===== config.mk =====
export PLATFORM = sky130hd
export DESIGN_NAME = multi_page_bump_allocator_core
export DESIGN_NICKNAME = d
export VERILOG_FILES = /design/src/design/mpba_pkg.sv /design/src/design/mpba_offset_store.sv /design/src/design/mpba_alloc_ctrl.sv /design/src/design/multi_page_bump_allocator_core.sv
export SDC_FILE = /design/constraint.sdc
export NUM_CORES = 1
export LEC_CHECK = 0
export BUFFER_PORTS_ARGS = -buffer_cell sky130_fd_sc_hd__buf_4
export CAP_MARGIN = 20
export CORE_ASPECT_RATIO = 2
export CORE_MARGIN = 3
export CORE_UTILIZATION = 35
export DETAILED_ROUTE_END_ITERATION = 6
export PLACE_DENSITY = 0.47
export SETUP_SLACK_MARGIN = 0.05
export SKIP_LAST_GASP = 1
export SLEW_MARGIN = 25
export SYNTH_ARGS = -nofsm -noshare
export SYNTH_HDL_FRONTEND = slang
export SYNTH_HIERARCHICAL = 1
export SYNTH_SLANG_ARGS = --single-unit

===== constraint.sdc =====
create_clock -name aclk -period 10.2 [get_ports aclk]
set_clock_uncertainty 0.05 [all_clocks]
set_input_delay 1.53 -clock aclk [delete_from_list [all_inputs] [get_ports aclk]]
set_output_delay 1.53 -clock aclk [all_outputs]
set_load 0.1 [all_outputs]

===== src/design/mpba_pkg.sv =====
// ----------------------------------------------------------------------------
// mpba_pkg
// Shared types, constants and helpers for the multi-page bump allocator.
// ----------------------------------------------------------------------------
package mpba_pkg;

    // Page geometry
    localparam int MAX_PAGES    = 8;
    localparam int BUFFER_BYTES = 32 * 1024 * 1024;
    localparam int PAGE_W       = $clog2(MAX_PAGES);
    localparam int CNT_W        = $clog2(MAX_PAGES + 1);
    localparam int OFS_W        = 26;

    // Field widths
    localparam int REQ_W   = 17;
    localparam int PAD_W   = 18;
    localparam int ALIGN_W = 4;
    localparam int MDS_W   = 17;
    localparam int PIDX_W  = 3;
    localparam int ROFS_W  = 25;
    localparam int CFG_W   = 17;
    localparam int CFG_IDX_W = 1;

    // Configuration register indexes
    localparam logic [CFG_IDX_W-1:0] CFG_ALIGN_LOG2  = 1'd0;
    localparam logic [CFG_IDX_W-1:0] CFG_MAX_DATA_SZ = 1'd1;

    // Register reset values
    localparam logic [ALIGN_W-1:0] ALIGN_RESET = 4'd8;
    localparam logic [MDS_W-1:0]   MDS_RESET   = 17'h10000;

    typedef enum logic {
        OP_ALLOC = 1'b0,
        OP_RESET = 1'b1
    } op_t;

    typedef enum logic [1:0] {
        ST_OK           = 2'd0,
        ST_TOO_LARGE    = 2'd1,
        ST_OUT_OF_PAGES = 2'd2
    } status_t;

    typedef enum logic [1:0] {
        FSM_IDLE,
        FSM_PAD,
        FSM_SCAN,
        FSM_DONE
    } fsm_state_t;

    // One result transaction
    typedef struct packed {
        status_t             status;
        logic [PIDX_W-1:0]   page;
        logic [ROFS_W-1:0]   offset;
        logic                opened;
    } result_t;

    // Controller to offset store
    typedef struct packed {
        logic              rd_en;
        logic [PAGE_W-1:0] rd_addr;
        logic              wr_en;
        logic [PAGE_W-1:0] wr_addr;
        logic [OFS_W-1:0]  wr_data;
        logic              clr_all;
    } mem_req_t;

    // Round a request up to the alignment
    function automatic logic [PAD_W-1:0] pad_size(input logic [REQ_W-1:0] req,
                                                  input logic [ALIGN_W-1:0] align);
        logic [PAD_W-1:0] mask;
        mask = (PAD_W'(1) << align) - PAD_W'(1);
        return (PAD_W'(req) + mask) & ~mask;
    endfunction

    // A page qualifies when at least max_data_size bytes remain
    function automatic logic page_fits(input logic [OFS_W-1:0] off,
                                       input logic [MDS_W-1:0] mds);
        logic [OFS_W-1:0] buf_bytes;
        logic [OFS_W-1:0] room;
        buf_bytes = OFS_W'(BUFFER_BYTES);
        room      = buf_bytes - off;
        return (off <= buf_bytes) && (room >= OFS_W'(mds));
    endfunction

endpackage


===== src/design/mpba_offset_store.sv =====
// ----------------------------------------------------------------------------
// mpba_offset_store
// Per-page offset memory with registered read and per-entry
// valid bits; an entry that is not valid reads as zero.
// ----------------------------------------------------------------------------
module mpba_offset_store (
    input  logic                       aclk,
    input  logic                       aresetn,
    input  mpba_pkg::mem_req_t         mem_req,
    output logic [mpba_pkg::OFS_W-1:0] rd_data
);
    import mpba_pkg::*;

    logic [OFS_W-1:0]     mem [MAX_PAGES];
    logic [MAX_PAGES-1:0] valid_reg;
    logic [OFS_W-1:0]     rd_data_reg;
    logic                 rd_valid_reg;

    // Storage and registered read
    always_ff @(posedge aclk) begin
        if (mem_req.wr_en) begin
            mem[mem_req.wr_addr] <= mem_req.wr_data;
        end
        if (mem_req.rd_en) begin
            rd_data_reg <= mem[mem_req.rd_addr];
        end
    end

    // Valid bits: reset and the reset request clear all entries at once
    always_ff @(posedge aclk) begin
        if (!aresetn) begin
            valid_reg    <= '0;
            rd_valid_reg <= 1'b0;
        end else begin
            if (mem_req.clr_all) begin
                valid_reg <= '0;
            end else if (mem_req.wr_en) begin
                valid_reg[mem_req.wr_addr] <= 1'b1;
            end
            if (mem_req.rd_en) begin
                rd_valid_reg <= valid_reg[mem_req.rd_addr];
            end
        end
    end

    assign rd_data = rd_valid_reg ? rd_data_reg : '0;

endmodule


===== src/design/mpba_alloc_ctrl.sv =====
// ----------------------------------------------------------------------------
// mpba_alloc_ctrl
// Request sequencer: pads the size, scans open pages first-fit through the
// offset store, writes back the new offset and holds the result register.
// ----------------------------------------------------------------------------
module mpba_alloc_ctrl (
    input  logic                         aclk,
    input  logic                         aresetn,
    input  logic                         s_valid,
    output logic                         s_ready,
    input  logic                         s_op,
    input  logic [mpba_pkg::REQ_W-1:0]   s_request_bytes,
    output logic                         m_valid,
    input  logic                         m_ready,
    output mpba_pkg::result_t            m_result,
    input  logic [mpba_pkg::ALIGN_W-1:0] align_log2,
    input  logic [mpba_pkg::MDS_W-1:0]   max_data_size,
    output mpba_pkg::mem_req_t           mem_req,
    input  logic [mpba_pkg::OFS_W-1:0]   rd_data
);
    import mpba_pkg::*;

    fsm_state_t        state_reg, state_next;
    op_t               op_reg, op_next;
    logic [REQ_W-1:0]  req_reg, req_next;
    logic [PAD_W-1:0]  padded_reg, padded_next;
    logic [CNT_W-1:0]  rd_idx_reg, rd_idx_next;
    logic [PAGE_W-1:0] chk_idx_reg, chk_idx_next;
    logic              chk_pend_reg, chk_pend_next;
    logic [CNT_W-1:0]  pages_reg, pages_next;
    result_t           res_reg, res_next;
    result_t           out_reg, out_next;
    logic              out_valid_reg, out_valid_next;
    logic [PAD_W-1:0]  padded_c;

    assign padded_c = pad_size(req_reg, align_log2);

    // Control registers
    always_ff @(posedge aclk) begin
        if (!aresetn) begin
            state_reg     <= FSM_IDLE;
            pages_reg     <= '0;
            out_valid_reg <= 1'b0;
            chk_pend_reg  <= 1'b0;
            rd_idx_reg    <= '0;
        end else begin
            state_reg     <= state_next;
            pages_reg     <= pages_next;
            out_valid_reg <= out_valid_next;
            chk_pend_reg  <= chk_pend_next;
            rd_idx_reg    <= rd_idx_next;
        end
    end

    // Payload registers
    always_ff @(posedge aclk) begin
        op_reg      <= op_next;
        req_reg     <= req_next;
        padded_reg  <= padded_next;
        chk_idx_reg <= chk_idx_next;
        res_reg     <= res_next;
        out_reg     <= out_next;
    end

    // Next state and outputs
    always_comb begin
        state_next     = state_reg;
        op_next        = op_reg;
        req_next       = req_reg;
        padded_next    = padded_reg;
        rd_idx_next    = rd_idx_reg;
        chk_idx_next   = chk_idx_reg;
        chk_pend_next  = chk_pend_reg;
        pages_next     = pages_reg;
        res_next       = res_reg;
        out_next       = out_reg;
        out_valid_next = out_valid_reg;
        mem_req        = '0;
        s_ready        = 1'b0;

        // Output register drains independently of the sequencer
        if (out_valid_reg && m_ready) begin
            out_valid_next = 1'b0;
        end

        case (state_reg)
            FSM_IDLE: begin
                s_ready = 1'b1;
                if (s_valid) begin
                    op_next    = op_t'(s_op);
                    req_next   = s_request_bytes;
                    state_next = FSM_PAD;
                end
            end

            FSM_PAD: begin
                padded_next   = padded_c;
                rd_idx_next   = '0;
                chk_pend_next = 1'b0;
                if (op_reg == OP_RESET) begin
                    mem_req.clr_all = 1'b1;
                    res_next   = '{status: ST_OK, page: '0, offset: '0, opened: 1'b0};
                    state_next = FSM_DONE;
                end else if (padded_c > PAD_W'(max_data_size)) begin
                    res_next   = '{status: ST_TOO_LARGE, page: '0, offset: '0, opened: 1'b0};
                    state_next = FSM_DONE;
                end else begin
                    state_next = FSM_SCAN;
                end
            end

            FSM_SCAN: begin
                if (chk_pend_reg && page_fits(rd_data, max_data_size)) begin
                    // First fit: bump this page
                    mem_req.wr_en   = 1'b1;
                    mem_req.wr_addr = chk_idx_reg;
                    mem_req.wr_data = rd_data + OFS_W'(padded_reg);
                    res_next   = '{status: ST_OK, page: PIDX_W'(chk_idx_reg),
                                   offset: rd_data[ROFS_W-1:0], opened: 1'b0};
                    state_next = FSM_DONE;
                end else if (rd_idx_reg < pages_reg) begin
                    // Issue the next page read, checked next cycle
                    mem_req.rd_en   = 1'b1;
                    mem_req.rd_addr = rd_idx_reg[PAGE_W-1:0];
                    chk_idx_next    = rd_idx_reg[PAGE_W-1:0];
                    rd_idx_next     = rd_idx_reg + CNT_W'(1);
                    chk_pend_next   = 1'b1;
                end else if (chk_pend_reg) begin
                    chk_pend_next = 1'b0;
                end else if (pages_reg >= CNT_W'(MAX_PAGES)) begin
                    res_next   = '{status: ST_OUT_OF_PAGES, page: '0, offset: '0,
                                   opened: 1'b0};
                    state_next = FSM_DONE;
                end else begin
                    // Open the next page
                    mem_req.wr_en   = 1'b1;
                    mem_req.wr_addr = pages_reg[PAGE_W-1:0];
                    mem_req.wr_data = OFS_W'(padded_reg);
                    pages_next = pages_reg + CNT_W'(1);
                    res_next   = '{status: ST_OK, page: PIDX_W'(pages_reg[PAGE_W-1:0]),
                                   offset: '0, opened: 1'b1};
                    state_next = FSM_DONE;
                end
            end

            FSM_DONE: begin
                if (!out_valid_reg || m_ready) begin
                    out_next       = res_reg;
                    out_valid_next = 1'b1;
                    state_next     = FSM_IDLE;
                end
            end

            default: begin
                state_next = FSM_IDLE;
            end
        endcase
    end

    assign m_valid  = out_valid_reg;
    assign m_result = out_reg;

endmodule


===== src/design/multi_page_bump_allocator_core.sv =====
// Sequence: an accepted request is padded, then a reset request or a too_large
// answer goes straight to the result register; otherwise the first-fit scan reads
// the offset memory of each open page in turn and bumps the first that fits, else
// opens a new page or answers out_of_pages; m_ready stalls hold the result back.
// A new request is accepted only after the previous result is registered.
// Reset: synchronous active-low aresetn closes all pages and restores settings.
// ----------------------------------------------------------------------------
// multi_page_bump_allocator_core
// Top level: configuration registers, request sequencer and offset store.
// ----------------------------------------------------------------------------
module multi_page_bump_allocator_core (
    input  logic                           aclk,
    input  logic                           aresetn,
    input  logic                           s_valid,
    output logic                           s_ready,
    input  logic                           s_op,
    input  logic [mpba_pkg::REQ_W-1:0]     s_request_bytes,
    output logic                           m_valid,
    input  logic                           m_ready,
    output logic [1:0]                     m_status,
    output logic [mpba_pkg::PIDX_W-1:0]    m_page_index,
    output logic [mpba_pkg::ROFS_W-1:0]    m_region_offset,
    output logic                           m_opened_page,
    input  logic                           cfg_we,
    input  logic [mpba_pkg::CFG_IDX_W-1:0] cfg_index,
    input  logic [mpba_pkg::CFG_W-1:0]     cfg_wdata
);
    import mpba_pkg::*;

    logic [ALIGN_W-1:0] align_reg;
    logic [MDS_W-1:0]   mds_reg;
    mem_req_t           mem_req;
    logic [OFS_W-1:0]   rd_data;
    result_t            result;

    // Configuration registers
    always_ff @(posedge aclk) begin
        if (!aresetn) begin
            align_reg <= ALIGN_RESET;
            mds_reg   <= MDS_RESET;
        end else if (cfg_we) begin
            case (cfg_index)
                CFG_ALIGN_LOG2:  align_reg <= cfg_wdata[ALIGN_W-1:0];
                CFG_MAX_DATA_SZ: mds_reg   <= cfg_wdata[MDS_W-1:0];
                default: ;
            endcase
        end
    end

    mpba_alloc_ctrl u_ctrl (
        .aclk            (aclk),
        .aresetn         (aresetn),
        .s_valid         (s_valid),
        .s_ready         (s_ready),
        .s_op            (s_op),
        .s_request_bytes (s_request_bytes),
        .m_valid         (m_valid),
        .m_ready         (m_ready),
        .m_result        (result),
        .align_log2      (align_reg),
        .max_data_size   (mds_reg),
        .mem_req         (mem_req),
        .rd_data         (rd_data)
    );

    mpba_offset_store u_store (
        .aclk    (aclk),
        .aresetn (aresetn),
        .mem_req (mem_req),
        .rd_data (rd_data)
    );

    assign m_status        = result.status;
    assign m_page_index    = result.page;
    assign m_region_offset = result.offset;
    assign m_opened_page   = result.opened;

endmodule


==> metrics.txt, run 1 <==
Skew-Pair Late Insertion Delay roughly 0.54 ns; Yosys top cell by area edfxtp_1; pin count of the biggest net entering global routing 48; Die Area roughly 54000 sq um; Power Density 216.9 nW/um^2; Req. time, crit path 10.43 ns; DRC viols 0; first-pass GRT wire length 72.46 mm; min cycle time layout 7.285 ns; post-synth top area share 56.69%; gpl congestion approximately 0.87; main combinational cell family by area after synthesis simple AND/OR/NAND/NOR gates; XOR/XNOR Fraction of Synth Area 2.616%; max-cap check violation count 0; Final setup viols 0; initial antenna violation count 0; share of cells above drive strength 1 between 10% and 20%; Avg Cell Area, Syn 14.05 sq um; Distinct cells, synth 77; Fillers 4706; clk sinks 377; syn_nets between 1000 and 1500; Setup CP Type register to register; Hold Path End u_ctrl/m_result[9]; nets 1470; Avg WL per Cell around 24 um; area of the multi-input gates 6467 sq um; most frequent cells in the layout edfxtp_1 (335), nor2_1 (92), buf_4 (91); grt total ovfl 0; worst hold path startpoint u_ctrl/res_reg[9]; RSZ-0062 raised after global routing false; worst path bufs/invs 1; Post-synth EDFFs 335; Area Overhead vs Synth 14.02%; Top Family by Delay on Critical Path simple AND/OR/NAND/NOR gates; Crit Path Max Fanout 33; Routed Antenna Nets 0; Vias 10690; Compound-Gate Fraction of Synth Area under 10%; Cell Area, Placed 19090 sq um; H-tree levels 2; Worst-Margin Slew 1.051 ns; IO Pins 74; Hold Path Depth 0; commonest non-fill, non-tap cell in the layout edfxtp_1; Synth Instances 1263; status completed; DR pass1 iterations 5; finished layout cell area between 20000 and 25000 sq um; r2r setup slk 2.91 ns; Post-Synth Adder-Cell Area 6.148%; GRT Overall Usage 18.48%; master of the slowest instance on the critical path nor2_4; cts hold-fix bufs 0; f_max 0.1373 GHz; CORE AREA approximately 50000 sq um; FFs w/ async S/R, synth 0%; Mapped Area 17750 sq um; most used cell, CP nand4_1; die width 165.2 um; R2R depth 18; Post-Route WL 48.80 mm; initial DRC count 528; Leak Pwr 7.343 nW; fin. max-slew vios 0; critical path's largest stage delay 0.78 ns; CTS buffer count 36; die height 324.4 um; Tcrit/Tclk final 71.42%; Setup TNS 0 ns; slew margin rel. 29.76%; vias in the first global route 11340; CTS tree built; count of warnings emitted by yosys 6; IO buf count 73; Power, Total 4.390 mW; most used flip-flop cell after synthesis edfxtp_1; sequential-to-total area share from yosys stat 61.43%; final hold violations 0; CTS clk-pin slew, worst paths 0.06 ns; Cell Chain, Critical Path and2_1 -> nor4_2 -> nand4_1 -> nand2b_1 -> nor2_1 -> xnor2_1 -> ha_1 -> nand4_1 -> a21oi_1 -> a2111oi_0 -> o21ai_0 -> a2111o_1 -> o21ai_2 -> nand3_1 -> nor2_4 -> buf_4 -> mux4_2 -> mux2_2; worst setup path startpoint u_store/rd_valid_reg; register area roughly 11000 sq um; synth top area cells edfxtp_1 (57%), ha_1 (5.9%), mux4_2 (5.8%); mux share of post-synthesis cell area slightly below 10%; Worst EP arrival 7.51 ns; CTS Buffer Depth 3; max FFs per register approximately 210; postcts setup bufs 0; row count ~120; post-DP HPWL between 30 and 40 mm; crit start category register; antenna fix cells 0; worst reg2reg path endpoint u_store/rd_data_reg[3]; hold crit path type register to register; CTS root buf clkbuf_16; post-synthesis simple-gate area fraction 10.15%; FF-to-FF Start u_store/rd_valid_reg; post-CTS sizing 0; initial core utilization 35.44%; Peak VDD IR 148.3 uV; register bit count reported by yosys between 300 and 400; Setup crit end kind register; vias per std cell 5.300
-- kinds of logic after synthesis --
logic type                 count (synthesis)
AOI/OAI and AO/OA                        191
xor gates and xnor gates                  53
adders and majority gates                 86
buffers and inverters                    103
DFF                                      377
muxes                                     99
other                                      1
and+or+nand+nor                          353
-- final cells by class --
| type | instances | area share (%) |
|---|---|---|
| sequential | 377 | 53.87 |
| multi-input combinational | 783 | 31.96 |
| timing repair buffer | 92 | 3.512 |
| clock buffer | 48 | 4.879 |
| inverter | 53 | 0.9832 |
| tap | 649 | 4.013 |
| clock inverter | 15 | 0.7730 |
-- Yosys cell counts (6+ instances only) --
cell type,count
edfxtp_1,335
nor2_1,96
ha_1,84
nand2_1,77
a21oi_1,52
inv_1,52
mux4_2,46
dfxtp_1,42
xnor2_1,36
o21ai_0,33
and2_1,29
and3_1,28
clkbuf_1,28
mux2_2,27
nand4_1,21
nor3_1,20
mux2i_1,19
nand3_1,18
xor2_1,17
nand2b_1,15
a21o_1,12
o21ai_2,10
nor4_1,9
or2_2,9
a22oi_1,8
buf_2,8
a31oi_1,7
mux4_1,7
nor2b_1,7
o21a_1,7
a211oi_1,6
a22o_1,6
buf_6,6
-- layer usage --
metal	GRT usage [%]	vias up	part of all wire [%]	routed length [um]
li1	-	4972	-	-
met1	19.06	5380	35	16870
met2	35.85	230	57	27990
met3	2.207	108	3.0	1442
met4	8.596	0	5.1	2501
met5	0	-	0	0
-- worst max path at each step --
| stage | to | slack (ns) | cells after the start |
|---|---|---|---|
| after floorplan | u_store/mem[0][0] | 2.95 | 17 |
| after global placement | u_store/rd_data_reg[5] | 2.89 | 18 |
| after detailed placement | u_store/rd_data_reg[3] | 2.82 | 18 |
| after CTS | u_store/rd_data_reg[3] | 2.81 | 18 |
| after global routing | u_store/rd_data_reg[3] | 2.50 | 18 |
| final | u_store/rd_data_reg[3] | 2.91 | 18 |
-- power breakdown --
part	switching (mW)	internal, mW
combinational	0.700	0.358
sequential	0.0735	1.93
clock	0.566	0.758
total	1.34	3.05
-- stage by stage --
stage	hold WS (ns)	utilization, %	worst slack, ns	instances
after floorplan	0.3503	-	2.949	1263
after global placement	0.3534	38.07	2.889	1953
after detailed placement	0.3545	38.12	2.820	1954
after CTS	0.3704	40.40	2.813	2017
after global routing	0.3736	40.41	2.505	2017
final	0.3698	40.41	2.915	2017
Power figures use the tool's default switching activity.
==> run 2, diff against run 1 <==
--- a/config.mk
+++ b/config.mk
@@ -11,7 +11,7 @@
 export CORE_MARGIN = 3
 export CORE_UTILIZATION = 35
 export DETAILED_ROUTE_END_ITERATION = 6
-export PLACE_DENSITY = 0.47
+export PLACE_DENSITY = 0.49
 export SETUP_SLACK_MARGIN = 0.05
 export SKIP_LAST_GASP = 1
 export SLEW_MARGIN = 25
==> constraint.sdc (replaced) <==
create_clock -name aclk -period 6.2 [get_ports aclk]
set_clock_uncertainty 0.05 [all_clocks]
set_input_delay 0.93 -clock aclk [delete_from_list [all_inputs] [get_ports aclk]]
set_output_delay 0.93 -clock aclk [all_outputs]
set_load 0.1 [all_outputs]
==> metrics.txt, run 2 (same netlist as run 1, synthesis figures left out) <==
status completed (unchanged); Worst-Margin Slew 0.9546 ns (was 1.051 ns); post-DP HPWL 34.75 mm (was 34.24 mm); Fillers 4712 (was 4706); Hold Path Depth 0 (unchanged); Clk pwr share 29.8% (was 30.2%); GRT Overall Usage 18.67% (was 18.48%); Switching Fraction 30.80% (was 30.53%); Setup WS pre-CTS -0.07735 ns (was 2.820 ns); Setup CP Type register to register (unchanged); met1 usage 19.40% (was 19.06%); CTS Buffer Depth 3 (unchanged); Skew-Pair Late Insertion Delay 0.55 ns (was 0.54 ns); cts hold-fix bufs 0 (unchanged); initial core utilization 35.44% (unchanged); setup slack after layout 0.3561 ns (was 2.915 ns); max FFs per register 208 (unchanged); CTS tree built (unchanged); Post-Layout Cell Count 2049 (was 2017); row count 116 (unchanged); nets 1502 (was 1470); FF-to-FF Start align_reg[3] (was u_store/rd_valid_reg); CORE AREA 50070 sq um (unchanged); IO buf count 73 (unchanged); CTS clk-pin slew, worst paths 0.06 ns (about the same); vias in the first global route 11640 (was 11340); worst reg2reg path endpoint u_ctrl/res_reg[26] (was u_store/rd_data_reg[3]); worst hold slack 0.3593 ns (was 0.3698 ns); H-tree levels 2 (unchanged); Avg WL per Cell 23.89 um (was 24.19 um); Worst EP arrival 6.09 ns (was 7.51 ns); master of the slowest instance on the critical path nor3_1 (was nor2_4); Power Density 351.4 nW/um^2 (was 216.9 nW/um^2); initial DRC count 617 (was 528); Area Overhead vs Synth 16.40% (was 14.02%); first-pass GRT wire length 73.31 mm (was 72.46 mm); Post-Route WL 48.95 mm (was 48.80 mm); die height 324.4 um (unchanged); critical path's largest stage delay 0.46 ns (was 0.78 ns); f_max 0.1711 GHz (was 0.1373 GHz); DR pass1 iterations 5 (unchanged); Combinational Power Share 24.7% (was 24.1%); commonest non-fill, non-tap cell in the layout edfxtp_1 (unchanged); RSZ-0062 raised after global routing false (unchanged); Setup TNS 0 ns (unchanged); IO Pins 74 (unchanged); Crit Path Max Fanout 16 (was 33); die width 165.2 um (unchanged); Leak Pwr 7.548 nW (was 7.343 nW); Post-Place Cells 1983 (was 1954); sequential share of power 45.5% (was 45.7%); GR peak layer met2 (unchanged); Sw Pwr 2.236 mW (was 1.340 mW); Die Area 53600 sq um (unchanged); CTS root buf clkbuf_16 (unchanged); Vias 10820 (was 10690); most frequent cells in the layout edfxtp_1 (335), buf_4 (109), nor2_1 (92) (was edfxtp_1 (335), nor2_1 (92), buf_4 (91)); min cycle time layout 5.844 ns (was 7.285 ns); clk sinks 377 (unchanged); Tcrit/Tclk final 94.26% (was 71.42%); share of cells above drive strength 1 20.79% (was 18.71%); pin count of the biggest net entering global routing 48 (unchanged); DRC viols 0 (unchanged); CTS buffer count 36 (unchanged); met3 usage 2.029% (was 2.207%); Hold Path End u_ctrl/m_result[28] (was u_ctrl/m_result[9]); gpl congestion 0.8801 (was 0.8725); hold crit path type register to register (unchanged); routing usage on met2 36.40% (was 35.85%); P_int 5.024 mW (was 3.050 mW); fin. max-slew vios 0 (unchanged); initial antenna violation count 0 (unchanged); grt total ovfl 0 (unchanged); Setup crit end kind register (unchanged); crit start category register (unchanged); Final setup viols 0 (unchanged); Routed Antenna Nets 0 (unchanged); vias per std cell 5.283 (was 5.300); Cell Chain, Critical Path or2_2 -> nor3_1 -> inv_1 -> ha_1 -> nor4_1 -> a21oi_1 -> o2bb2ai_1 -> ha_1 -> nand2_1 -> a21oi_1 -> o21ai_1 -> a21oi_1 -> a211oi_1 -> nor3_1 -> a31oi_1 -> xor2_1 -> nor2_1 -> ha_1 -> or3_1 -> o41ai_1 -> nand2b_1 -> a21oi_4 -> a21oi_4 -> buf_12 (was and2_1 -> nor4_2 -> nand4_1 -> nand2b_1 -> nor2_1 -> xnor2_1 -> ha_1 -> nand4_1 -> a21oi_1 -> a2111oi_0 -> o21ai_0 -> a2111o_1 -> o21ai_2 -> nand3_1 -> nor2_4 -> buf_4 -> mux4_2 -> mux2_2); antenna fix cells 0 (unchanged); R2R depth 24 (was 18); max-cap check violation count 0 (unchanged); worst hold path startpoint u_ctrl/res_reg[28] (was u_ctrl/res_reg[9]); final hold violations 0 (unchanged); r2r setup slk 0.36 ns (was 2.91 ns); slew margin rel. 35.69% (was 29.76%); Req. time, crit path 6.45 ns (was 10.43 ns); Peak VDD IR 328.0 uV (was 148.3 uV)
## run 2: cell types whose count changed in the layout (fill, tap and decap cells not counted), sizes merged, moves of 2 or more
| cell | previous run | this run |
|---|---|---|
| buf | 92 | 123 |
| bufinv | 3 | 1 |
| clkinv | 11 | 9 |
| clkbuf | 48 | 51 |
| inv | 52 | 54 |
## run 2: what timing repair did
action                     in CTS  in global routing
setup endpoints to repair      31                 34
hold endpoints to repair        0                  0
resized for setup               2                  3
setup buffers                   0                  2
gates cloned                    1                  0
pin swaps                       1                  2
## run 2: worst max path at each step
| stage | start | to | slack, ns | cells past startpoint |
|---|---|---|---|---|
| floorplan | u_store/rd_valid_reg | u_store/mem[2][0] | -0.82 | 17 |
| global placement | align_reg[3] | u_ctrl/res_reg[3] | 0.02 | 25 |
| detailed placement | align_reg[3] | u_ctrl/res_reg[13] | -0.08 | 25 |
| CTS | align_reg[3] | u_ctrl/res_reg[2] | 0.17 | 22 |
| global route | align_reg[3] | u_ctrl/res_reg[2] | 0.05 | 26 |
| finish | align_reg[3] | u_ctrl/res_reg[26] | 0.36 | 24 |
## run 2: worst max-delay path: cells and delay by family, from the launching register on
family | cells | cell delay, ns
AOI/OAI and AO/OA | 10 | 2.02
buffers and inverters | 2 | 0.31
xor gates and xnor gates | 1 | 0.17
and+or+nand+nor | 8 | 2.04
adders and majority gates | 3 | 0.71
DFF | 1 | 0.30
## run 2: area by class of cell
class	count	area [sq um]	area share, %
Sequential cell	377	10900	52.77
Multi-Input combinational cell	784	6510	31.52
Timing Repair Buffer	123	1099	5.318
Clock buffer	51	1031	4.991
Tap cell	649	812.0	3.931
Inverter	53	198.9	0.9631
Clock inverter	12	105.1	0.5088
## run 2: layer usage
metal,vias up,share of wire [%]
met1,5449,35
met5,-,0
met2,229,58
met4,0,4.7
li1,5045,-
met3,101,2.6
## run 2: metrics by stage
stage | cell area [sq um] | util [%] | power, mW
final | 20660 | 41.25 | 7.260
after floorplan | 17760 | - | 4.500
after CTS | 20600 | 41.14 | 7.301
after global placement | 19440 | 38.83 | 5.067
after detailed placement | 19440 | 38.83 | 5.090
after global routing | 20660 | 41.25 | 7.604
## run 2: power groups by stage
| stage | clock network [mW] | logic [mW] | registers (mW) |
|---|---|---|---|
| after detailed placement | 0 | 1.72 | 3.37 |
| after global routing | 2.31 | 1.97 | 3.33 |
| after global placement | 0 | 1.70 | 3.36 |
| final | 2.16 | 1.79 | 3.30 |
| after CTS | 2.23 | 1.76 | 3.31 |
| after floorplan | 0 | 1.06 | 3.44 |
==> run 3, diff against run 2 <==
--- a/config.mk
+++ b/config.mk
@@ -5,6 +5,7 @@
 export SDC_FILE = /design/constraint.sdc
 export NUM_CORES = 1
 export LEC_CHECK = 0
+export ABC_AREA = 1
 export BUFFER_PORTS_ARGS = -buffer_cell sky130_fd_sc_hd__buf_4
 export CAP_MARGIN = 20
 export CORE_ASPECT_RATIO = 2
==> metrics.txt, run 3 <==
FFs w/ async S/R, synth 0% (unchanged); synth top area cells edfxtp_1 (56%), nand2_1 (6.2%), nor2_1 (6.1%) (was edfxtp_1 (57%), ha_1 (5.9%), mux4_2 (5.8%)); initial DRC count 703 (was 617); crit start category register (unchanged); hold crit path type register to register (unchanged); Yosys top cell by area edfxtp_1 (unchanged); commonest non-fill, non-tap cell in the layout edfxtp_1 (unchanged); CTS buffer count 34 (was 36); Peak VDD IR 284.6 uV (was 328.0 uV); Post-Route WL 54.01 mm (was 48.95 mm); grt total ovfl 0 (unchanged); clk sinks 377 (unchanged); Setup TNS 0 ns (unchanged); Post-synth EDFFs 335 (unchanged); most used cell, CP nand2_1; Vias 12800 (was 10820); CTS Buffer Depth 3 (unchanged); CORE AREA 51090 sq um (was 50070 sq um); Synth top cells by count edfxtp_1 (335), nand2_1 (301), nor2_1 (296), inv_1 (185), o21ai_0 (133) (was edfxtp_1 (335), nor2_1 (96), ha_1 (84), nand2_1 (77)); H-tree levels 2 (unchanged); master of the slowest instance on the critical path dfxtp_1 (was nor3_1); min cycle time layout 5.662 ns (was 5.844 ns); Skew-Pair Late Insertion Delay 0.55 ns (about the same); status completed (unchanged); die width 166.8 um (was 165.2 um); most frequent cells in the layout edfxtp_1 (335), nand2_1 (301), nor2_1 (285) (was edfxtp_1 (335), buf_4 (109), nor2_1 (92)); Worst EP arrival 5.90 ns (was 6.09 ns); area of the multi-input gates 6181 sq um (was 6510 sq um); slew margin rel. 35.64% (was 35.69%); Mapped Area 18100 sq um (was 17750 sq um); die height 327.6 um (was 324.4 um); Final setup viols 0 (unchanged); Avg WL per Cell 21.31 um (was 23.89 um); CTS tree built (unchanged); initial core utilization 35.43% (was 35.44%); sequential-to-total area share from yosys stat 60.22% (was 61.43%); Synth Instances 1774 (was 1263); Area Overhead vs Synth 13.69% (was 16.40%); Setup crit end kind register (unchanged); count of warnings emitted by yosys 6 (unchanged); post-CTS sizing 0 (was 2); DR pass1 iterations 5 (unchanged); cts hold-fix bufs 0 (unchanged); critical path's largest stage delay 0.57 ns (was 0.46 ns); nets 1982 (was 1502); syn_nets 1901 (was 1390); Leak Pwr 8.185 nW (was 7.548 nW); Distinct cells, synth 54 (was 77); max-cap check violation count 0 (unchanged); CTS root buf clkbuf_16 (unchanged); Cell Area, Placed 19440 sq um (about the same); antenna fix cells 0 (unchanged); CTS clk-pin slew, worst paths 0.08 ns (was 0.06 ns); IO buf count 73 (unchanged); row count 117 (was 116); gpl congestion 0.9554 (was 0.8801); Worst-Margin Slew 0.9653 ns (was 0.9546 ns); Tcrit/Tclk final 91.32% (was 94.26%); most used flip-flop cell after synthesis edfxtp_1 (unchanged); Setup CP Type register to register (unchanged); initial antenna violation count 0 (unchanged); finished layout cell area 20580 sq um (was 20660 sq um); pin count of the biggest net entering global routing 109 (was 48); register area 10900 sq um (unchanged); post-DP HPWL 38.87 mm (was 34.75 mm); register bit count reported by yosys 377 (unchanged); final hold violations 0 (unchanged); vias in the first global route 13590 (was 11640); DRC viols 0 (unchanged); post-synth top area share 55.57% (was 56.69%); fin. max-slew vios 0 (unchanged); first-pass GRT wire length 81.22 mm (was 73.31 mm); Routed Antenna Nets 0 (unchanged); worst hold slack 0.3612 ns (was 0.3593 ns); Avg Cell Area, Syn 10.20 sq um (was 14.05 sq um); max FFs per register 208 (unchanged); Crit Path Max Fanout 25 (was 16); postcts setup bufs 0 (unchanged); Fillers 4976 (was 4712); GRT Overall Usage 19.71% (was 18.67%); most numerous cell in the Yosys netlist edfxtp_1 (unchanged); vias per std cell 5.050 (was 5.283); Power Density 396.1 nW/um^2 (was 351.4 nW/um^2); f_max 0.1766 GHz (was 0.1711 GHz); RSZ-0062 raised after global routing false (unchanged); share of cells above drive strength 1 10.16% (was 20.79%); Req. time, crit path 6.43 ns (was 6.45 ns); Die Area 54650 sq um (was 53600 sq um); IO Pins 74 (unchanged)
## run 3: critical path: cells and delay by family, from the launching register on
kind	cells	cell delay [ns]
simple gates	12	1.71
flops	1	0.57
buf+inv	5	0.51
xor+xnor	1	0.16
fa+ha+maj	3	0.94
compound gates	6	1.42
## run 3: path summary, 6_finish.rpt
kind,startpoint,endpoint,slack [ns],cells after the start
worst max-delay path,align_reg[3],u_ctrl/res_reg[24],0.54,27
worst min-delay path,u_ctrl/res_reg[28],u_ctrl/m_result[28],0.36,0
worst max register to register,align_reg[3],u_ctrl/res_reg[24],0.54,27
worst min register to register,u_ctrl/res_reg[28],u_ctrl/m_result[28],0.36,0
## run 3: metrics by stage
stage	utilization, %	power (mW)	worst slack, ns	std cells
2_1_floorplan	-	5.227	1.240	1774
3_3_place_gp	38.04	6.024	0.4655	2473
3_5_place_dp	38.04	6.046	0.4327	2473
4_1_cts	40.27	8.235	0.4084	2534
5_1_grt	40.28	8.629	0.2135	2534
6_report	40.28	8.151	0.5379	2534
## run 3: per-layer routing
metal,vias to the layer above,track usage (%),share of wire [%]
met5,-,0,0
met4,0,13.27,7.7
met3,118,1.987,2.7
met2,297,38.93,56
met1,6163,18.82,34
li1,6218,-,-
## run 3: logic make-up after synthesis
logic type / count (synthesis) / synth area share, %
xor+xnor: 47 / 2.274
fa+ha+maj: 86 / 6.028
simple gates: 690 / 15.60
flops: 377 / 60.22
other cells: 1 / 0.02072
compound gates: 326 / 9.933
buf+inv: 247 / 5.924
## run 3: area by class of cell
class	count	share of cell area, %
clock buffers	46	4.809
clock inverters	15	0.7235
inverters	193	3.630
multi-input cells	1150	30.04
flip-flops and latches	377	52.97
well taps	654	3.976
repair buffers	99	3.855
## run 3: report_power, final
part           internal (mW)  total [mW]  switching (mW)
Clock                   1.25        2.17           0.917
Combinational          0.783        2.57            1.79
Sequential              3.26        3.41           0.158
Total                   5.29        8.15            2.86
